## config.mk

```make
export PLATFORM = sky130hd
export DESIGN_NAME = ntr_div_unit
export DESIGN_NICKNAME = d
export VERILOG_FILES = /design/src/rtl/ntr_pkg.sv /design/src/rtl/ntr_div_unit.sv
export SDC_FILE = /design/constraint.sdc
export NUM_CORES = 2
export LEC_CHECK = 0
export ABC_AREA = 1
export ABC_CLOCK_PERIOD_IN_PS = 2900
export BUFFER_PORTS_ARGS = -buffer_cell sky130_fd_sc_hd__buf_4
export CORE_MARGIN = 3
export CORE_UTILIZATION = 47
export DETAILED_ROUTE_END_ITERATION = 8
export GPL_TIMING_DRIVEN = 0
export RECOVER_POWER = 25
export SLEW_MARGIN = 10
export SYNTH_ARGS = -nofsm -noshare
export SYNTH_HDL_FRONTEND = slang
export SYNTH_SLANG_ARGS = --single-unit
```

## constraint.sdc

```tcl
create_clock -name aclk -period 2.9 [get_ports aclk]
set_clock_uncertainty 0.1 [all_clocks]
set_input_delay 0.145 -clock aclk [delete_from_list [all_inputs] [get_ports aclk]]
set_output_delay 0.145 -clock aclk [all_outputs]
set_load 0.02 [all_outputs]
```

## src/rtl/ntr_pkg.sv

```systemverilog
// Shared types, constants and arithmetic helpers for the thermal time response pipeline.
package ntr_pkg;

    localparam int TEMP_W = 15;
    localparam int LOG_FRAC_BITS = 16;
    localparam int F = LOG_FRAC_BITS;
    localparam int EXP_W = 4;
    localparam int LOG_W = EXP_W + F;
    localparam int MANT_W = 31;
    localparam int Q = MANT_W - 1;
    localparam int QW = F + 6;
    localparam int REM_W = LOG_W + F;
    localparam int NW = $clog2(F + 2);
    localparam int YW = F + 2;
    localparam int FW = 2 * F + 2;

    localparam logic [QW-1:0] Q_ONE = QW'(1) << F;
    localparam logic [QW-1:0] Q_LIM = QW'(F + 1) << F;
    localparam logic [YW-1:0] Y_TWO = YW'(2) << F;

    typedef enum logic [1:0] {
        ST_OK     = 2'd0,
        ST_RANGE  = 2'd1,
        ST_CONFIG = 2'd2
    } status_t;

    typedef enum logic [1:0] {
        REG_BASE = 2'd0,
        REG_OPT  = 2'd1,
        REG_MAX  = 2'd2
    } reg_index_t;

    typedef enum logic [1:0] {
        Y_EXP  = 2'd0,
        Y_ZERO = 2'd1,
        Y_TWO_SAT = 2'd2
    } ymode_t;

    typedef struct packed {
        status_t             status;
        logic [TEMP_W-1:0]   d;
    } ctx_t;

    typedef struct packed {
        ymode_t              mode;
        logic [NW-1:0]       n;
        ctx_t                ctx;
    } ectx_t;

    function automatic logic [63:0] isqrt64(input logic [63:0] v);
        logic [63:0] r;
        logic [63:0] t;
        r = '0;
        for (int i = 31; i >= 0; i--) begin
            t = r | (64'd1 << i);
            if (t * t <= v) begin
                r = t;
            end
        end
        return r;
    endfunction

    function automatic logic [F:1][MANT_W-1:0] exp_table();
        logic [F:1][MANT_W-1:0] tab;
        logic [63:0] c;
        c = isqrt64(64'd1 << 61);
        for (int j = 1; j <= F; j++) begin
            tab[j] = c[MANT_W-1:0];
            c = isqrt64(c << Q);
        end
        return tab;
    endfunction

    localparam logic [F:1][MANT_W-1:0] EXP_C = exp_table();

    // Returns the emitted fraction bit above the new mantissa.
    function automatic logic [MANT_W:0] log_square(input logic [MANT_W-1:0] m);
        logic [2*MANT_W-1:0] p;
        logic [MANT_W:0] s;
        p = (2*MANT_W)'(m) * (2*MANT_W)'(m);
        s = p[MANT_W+Q:Q];
        if (s[MANT_W]) begin
            return {1'b1, s[MANT_W:1]};
        end
        return {1'b0, s[MANT_W-1:0]};
    endfunction

    function automatic logic [MANT_W-1:0] exp_mul(input logic [MANT_W-1:0] y,
                                                 input logic [MANT_W-1:0] c);
        logic [2*MANT_W-1:0] p;
        p = (2*MANT_W)'(y) * (2*MANT_W)'(c);
        return p[MANT_W+Q-1:Q];
    endfunction

endpackage

```

## src/rtl/ntr_div_unit.sv

```systemverilog
// Pipelined restoring divider for the exponent quotient, one quotient bit per stage.
module ntr_div_unit
    import ntr_pkg::*;
(
    input  logic                aclk,
    input  logic                aresetn,
    input  logic                adv,
    input  logic                in_valid,
    input  logic [LOG_W-1:0]    in_mag,
    input  logic [LOG_W-1:0]    in_den,
    input  logic                in_neg,
    input  ctx_t                in_ctx,
    output logic                out_valid,
    output logic [QW-1:0]       out_q,
    output logic                out_neg,
    output ctx_t                out_ctx
);

    localparam int OVW = LOG_W + QW - F;
    localparam int SW = REM_W + QW;

    logic [QW:0]            valid_reg;
    logic [REM_W-1:0]       rem_reg [0:QW-1];
    logic [QW-1:0]          q_reg   [0:QW];
    logic [LOG_W-1:0]       den_reg [0:QW];
    logic                   neg_reg [0:QW];
    logic                   ovf_reg [0:QW];
    ctx_t                   ctx_reg [0:QW];

    logic                   ovf_next;
    logic [REM_W-1:0]       rem_next [1:QW-1];
    logic [QW-1:0]          q_next   [1:QW];
    logic [SW-1:0]          sub;

    assign ovf_next = OVW'(in_mag) >= (OVW'(in_den) << (QW - F));

    always_comb begin
        sub = '0;
        for (int s = 1; s < QW; s++) begin
            rem_next[s] = '0;
        end
        for (int s = 1; s <= QW; s++) begin
            sub = SW'(den_reg[s-1]) << (QW - s);
            q_next[s] = q_reg[s-1];
            if (SW'(rem_reg[s-1]) >= sub) begin
                q_next[s][QW-s] = 1'b1;
                if (s < QW) begin
                    rem_next[s] = rem_reg[s-1] - sub[REM_W-1:0];
                end
            end else if (s < QW) begin
                rem_next[s] = rem_reg[s-1];
            end
        end
    end

    always_ff @(posedge aclk) begin
        if (!aresetn) begin
            valid_reg <= '0;
        end else if (adv) begin
            valid_reg <= {valid_reg[QW-1:0], in_valid};
        end
    end

    always_ff @(posedge aclk) begin
        if (adv) begin
            rem_reg[0] <= {in_mag, F'(0)};
            q_reg[0]   <= '0;
            den_reg[0] <= in_den;
            neg_reg[0] <= in_neg;
            ovf_reg[0] <= ovf_next;
            ctx_reg[0] <= in_ctx;
            for (int s = 1; s <= QW; s++) begin
                q_reg[s]   <= q_next[s];
                den_reg[s] <= den_reg[s-1];
                neg_reg[s] <= neg_reg[s-1];
                ovf_reg[s] <= ovf_reg[s-1];
                ctx_reg[s] <= ctx_reg[s-1];
                if (s < QW) begin
                    rem_reg[s] <= rem_next[s];
                end
            end
        end
    end

    assign out_valid = valid_reg[QW];
    assign out_q     = ovf_reg[QW] ? '1 : q_reg[QW];
    assign out_neg   = neg_reg[QW];
    assign out_ctx   = ctx_reg[QW];

endmodule

```

# Word level (Yosys, flattened, before mapping)
# Memories as Yosys holds them, arrays and structs flattened.
# Cells that the tools add are included.
# Widths: inputs -> output; s select.
[word_totals]
regBits = 23
ramBits = 2195
word_cells = 97
n_memories = 6
in_bits = 62
[mem_list]
columns = ["name", "words", "word_bits", "rd", "rd_clocked_by_memory_dff", "wr", "line", "rtl"]
rows = [
  ["rem_reg", 22, 36, 22, 0, 22, "ntr_div_unit.sv:23", "logic [REM_W-1:0] rem_reg [0:QW-1];"],
  ["q_reg", 23, 22, 23, 0, 23, "ntr_div_unit.sv:24", "logic [QW-1:0] q_reg [0:QW];"],
  ["den_reg", 23, 20, 22, 0, 23, "ntr_div_unit.sv:25", "logic [LOG_W-1:0] den_reg [0:QW];"],
  ["ctx_reg", 23, 17, 23, 0, 23, "ntr_div_unit.sv:28", "ctx_t ctx_reg [0:QW];"],
  ["neg_reg", 23, 1, 23, 0, 23, "ntr_div_unit.sv:26", "logic neg_reg [0:QW];"],
  ["ovf_reg", 23, 1, 23, 0, 23, "ntr_div_unit.sv:27", "logic ovf_reg [0:QW];"],
]
[op_classes]
mux = 46
n_addsub = 21
n_lt_le_gt_ge = 23
[ops]
columns = ["op", "count"]
rows = [
  ["$mux 36", 21],
  ["$sub 36x36->36", 6],
  ["$ge 36x41->1", 1],
  ["$ge 36x40->1", 1],
  ["$ge 36x39->1", 1],
  ["$ge 36x38->1", 1],
  ["$ge 36x37->1", 1],
  ["$ge 36x20->1", 1],
  ["$ge 36x21->1", 1],
  ["$ge 36x22->1", 1],
  ["$ge 36x23->1", 1],
  ["$ge 36x24->1", 1],
  ["$ge 36x25->1", 1],
  ["$ge 36x26->1", 1],
  ["$ge 36x27->1", 1],
  ["$ge 36x28->1", 1],
  ["$ge 36x29->1", 1],
  ["$ge 36x30->1", 1],
  ["$ge 36x31->1", 1],
  ["$ge 36x32->1", 1],
  ["$ge 36x33->1", 1],
  ["$ge 36x34->1", 1],
  ["$ge 36x35->1", 1],
  ["$ge 36x36->1", 1],
  ["18 further kinds", 41],
]

# Longest topological paths before layout
# An unclocked memory read counts as a cell.
[logic_depth]
depth_word = 3
depth_mapped = 17

# Least setup slack after synthesis
# Ideal clock, no wire load.
[synth_timing]
path_kind = "reg-to-reg"
from = "mem den_reg[0][20] in the netlist's numbering"
to = "mem rem_reg[0][93] in the netlist's numbering (data pin)"
path_slack_ns = 0.540
path_stages_with_launch = 8
t_arrival_ns = 1.999
path_buffers = 1
period_less_slack_ns = 2.360
required_ns = 2.539
cell_sequence = "edfxtp_1 > ha_1 > fa_1 > o21ai_0 > nand3_2 > nand3_4 > buf_6 > o21ai_0"
[synth_rtl]
columns = ["element", "line"]
rows = [
  ["start, declared", "ntr_div_unit.sv:25"],
  ["end, declared", "ntr_div_unit.sv:23"],
]

==> summary.md <==
| Metric | Value |
|---|---|
| Depth of the worst hold-timing path | 1 |
| I/O pin total | a little over 100 |
| Fraction of the cycle the final worst path needs | 1.00 |
| Worst r2r src | rem_reg[1][205] |
| Die Width | between 400 and 500 um |
| Number of distinct library cell variants in the gate-level netlist after synthesis | 58 |
| TritonCTS clock tree | done |
| Die Footprint | around 200000 sq um |
| Number of placed instances, taps included | about 12000 |
| Worst R2R Setup Slack | -0.01 ns |
| Clock Tree Buf Depth | 3 |
| Length of routed met2 wiring | 106000 um |
| Clock insertion delay at the later pin of the skew report | roughly 0.84 ns |
| Min Tclk post-route | 2.91 ns |
| Family with the most delay on the worst path | simple AND/OR/NAND/NOR gates |
| Cell area after synthesis | 89500 sq um |
| Violated checks | hold timing, setup timing |
| Initial Util | 0.475 |
| Data arrival, critical path | about 3.4 ns |
| Core Footprint | 189000 sq um |
| Max IR drop VDD | 0.000618 V |
| Pins Over Slew Limit | 0 |
| H-tree depth reported by CTS | 4 |
| Delay of the slowest critical-path stage | 0.45 ns |
| Largest net degree at the start of global routing | 177 |
| Avg Inst Size Synth | approximately 9.6 sq um |
| Reg-to-Reg End | rem_reg[1][245] |
| Hold WC Path Type | in -> reg |
| Total leakage power | between 40 and 50 nW |
| Number of flip-flops and latches in the synthesized netlist | ~1700 |
| Buf+Inv Stages, Crit Path | 3 |
| Max-cap violations | 0 |
| Filler-free cell count of the finished design | around 12000 |
| HPWL after detailed placement | 176000 um |
| Max Freq | roughly 340 MHz |
| Result of the run | complete, but fails checks |
| Largest register FFs | between 500 and 600 |
| Final layout net count | a little over 10000 |
| Actual transition at the worst max-transition pin | ~1 ns |
| Final critical-path setup slack | -0.0108 ns |
| Amount of wire on met3 after detailed routing | between 10000 and 15000 um |
| Worst Hold End | ctx_reg[0][16] |
| Final hold violation count | around 130 |
| Total power after layout | 87.9 mW |
| FF-to-FF path depth | 11 |
| Area added between synthesis and finish | 13.7% |
| Post-CTS Hold Buffers | 120 |
| Cells after Synth | roughly 9400 |
| First DRT Iteration DRCs | 5297 |
| Final-report setup violation count | 2 |
| Peak fanout along the critical path | 10 |
| Proportion of layout cells with a drive suffix above 1 | 0.0695 |
| Cell at the slowest stage of the critical path | edfxtp_1 |
| Via count of the first global-routing pass | just over 60000 |
| Pre-CTS worst setup slack | -1.02 ns |
| First-pass GRT wire length | around 350000 um |
| Most frequently used flop master after synthesis | edfxtp_1 |
| Routed wire length | ~230000 um |
| Top Metal Used | met4 |
| Startpoint class of the critical path | flop |
| Max-Slew Margin vs Limit | 0.319 |
| Buffers added on ports | roughly 100 |
| Sequential share of the synthesized area | 0.572 |
| Per-cell routed wire length | 18.5 um |
| Count of flip-flops with a built-in enable after synthesis | 1690 |
| Cell Rows | about 160 |
| Router iterations before antenna repair | 6 |
| Y dimension of the die | 442 um |
| Origin of the worst min-delay path | adv |
| Clock transition at the register clock pins on the worst setup and hold paths after CTS | around 0.06 ns |
| Critical Path, Cell by Cell | ha_1 > nand2_1 > nor2_1 > and2_1 > nand4_1 > nand3_1 > inv_1 > nand3_2 > inv_2 > clkbuf_4 > a21oi_1 |
| Sinks on Clock Net | between 1500 and 2000 |
| Via-to-Cell Ratio | between 5 and 6 |
| Async SR Flop Fraction | 0 |
| RD Place Congestion | between 0.9 and 1 |
| Cts bufs inserted | between 150 and 200 |
| Via count of the routed design | about 65000 |
| Post-route DRC violation count | 0 |
| Total congestion overflow after global routing | 0 |
| M1 WL | roughly 110000 um |
| Post-Syn Nets | ~9900 |
| Initial antenna violation count | 6 |
| PD cells | about 860 nW/um^2 |
| Worst endpoint required time | about 3.4 ns |
| Warnings, synthesis | 0 |
| Number of filler cells placed in the layout | 17100 |
| Setup CP Type | reg -> reg |
| Unrepaired setup endpoints after global routing | yes |
| Final hold slack | -0.282 ns |
| Final ANT Viol Nets | 0 |
| Clk Tree Root Cell | clkbuf_16 |
| Endpoint kind of the worst setup timing path | flop |
| Aggregate global-route resource usage | 0.230 |
==> repair_timing <==
item / 4_1_cts / 5_1_grt
endpoints found under the hold margin: 215 / 133
buffers inserted: 8 / 21
pin swaps: 2 / 11
setup endpoints to repair: 262 / 418
gates resized for setup: 35 / 108
gates cloned: 1 / 1
==> metrics by stage <==
step                      area (sq um)   util  setup TNS [ns]
after floorplan                  89500      -               0
after CTS                       101000  0.537         -0.0221
final                           102000  0.540         -0.0111
after global routing            102000  0.540          -0.254
after global placement           93400  0.495               -
after detailed placement         93700  0.497         -276.27
==> final cells by class <==
| type | instances | area [sq um] | share of cell area |
|---|---|---|---|
| clock buffer | 215 | 4720 | 0.0464 |
| timing repair buffer | 263 | 2550 | 0.0251 |
| inverter | 1432 | 5380 | 0.0528 |
| buffer | 92 | 634 | 0.00623 |
| antenna | 4 | 10.0 | 0.0000983 |
| sequential | 1713 | 51200 | 0.503 |
| tap | 2495 | 3120 | 0.0307 |
| multi-input combinational | 6130 | 32700 | 0.322 |
| clock inverter | 121 | 1440 | 0.0141 |
==> where the power goes <==
group / switching [mW] / internal, mW
logic: 19.5 / 9.82
clock network: 9.95 / 13.5
registers: 2.80 / 32.3
total: 32.3 / 55.6
==> per-layer routing <==
layer  up-vias  GRT usage
met4         0     0.0659
li1      32300          -
met1     30600      0.329
met3       363     0.0287
met5         -          0
met2      1661      0.371
==> Yosys cell counts, types with 5 or more instances <==
cell / number / area [sq um]
buf_4: 17 / 128
a21o_1: 25 / 188
nor4_1: 23 / 144
a31oi_1: 5 / 31.3
nor3_1: 113 / 566
o21ai_2: 13 / 114
nand4_1: 213 / 1330
xor2_1: 141 / 1230
dfxtp_1: 23 / 460
xnor2_1: 137 / 1200
nand2_2: 10 / 62.6
buf_6: 16 / 180
or2_2: 33 / 206
nand3b_1: 53 / 398
a21boi_0: 16 / 120
nand4_2: 6 / 75.1
ha_1: 438 / 5480
nand2_1: 2559 / 9610
and2_1: 15 / 93.8
clkbuf_1: 15 / 56.3
fa_1: 21 / 420
buf_2: 42 / 210
o21a_1: 15 / 113
nor2_1: 757 / 2840
inv_1: 1420 / 5330
nand3_1: 473 / 2370
o21bai_1: 28 / 210
nor2_2: 7 / 43.8
o21ai_0: 386 / 1930
edfxtp_1: 1690 / 50700
a21oi_1: 529 / 2650
o21ai_1: 60 / 300
nand3_2: 12 / 120
inv_2: 12 / 45.0
a21oi_2: 6 / 52.6
==> cells in the final DEF, fill, tap and decap left out, types with 16 or more instances in the layout <==
master / count
nand2_1: 2548
edfxtp_1: 1690
inv_1: 1419
nor2_1: 743
a21oi_1: 509
nand3_1: 468
ha_1: 430
o21ai_0: 366
nand4_1: 213
clkbuf_16: 184
buf_4: 147
xor2_1: 141
xnor2_1: 137
dlygate4sd3_1: 120
nor3_1: 108
o21ai_1: 70
nand3b_1: 53
clkbuf_1: 39
clkinv_1: 35
or2_2: 33
buf_2: 32
clkinv_2: 29
o21bai_1: 28
a21o_1: 25
o21ai_2: 23
nor4_1: 23
dfxtp_1: 23
a21oi_2: 22
nand2_2: 19
nor2_2: 19
fa_1: 19
bufinv_16: 19
nand3_2: 16
buf_6: 16
==> cells by family after synthesis <==
group	count (synthesis)	share of synthesized area
simple gates	4301	0.203
fa+ha+maj	459	0.0659
buf+inv	1524	0.0668
compound gates	1092	0.0648
xor+xnor	278	0.0272
flops	1713	0.572
==> worst register-to-register path, delay by kind of cell (launching register included) <==
| kind | cells | cell delay, ns |
|---|---|---|
| adders and majority gates | 1 | 0.43 |
| DFF | 1 | 0.45 |
| and+or+nand+nor | 6 | 0.91 |
| buffers and inverters | 3 | 0.40 |
| AOI/OAI and AO/OA | 1 | 0.39 |
==> worst max-delay path by stage <==
stage | start | endpoint | depth (start not counted)
final | rem_reg[1][205] | rem_reg[1][245] | 11
after global routing | den_reg[6][35] | rem_reg[1][245] | 12
after CTS | den_reg[2][20] | rem_reg[0][239] | 9
after detailed placement | adv | q_reg[2][99] | 5
after global placement | adv | valid_reg[11] | 5
after floorplan | den_reg[0][20] | rem_reg[0][93] | 7
No activity file was read; power rests on OpenSTA's default activity.
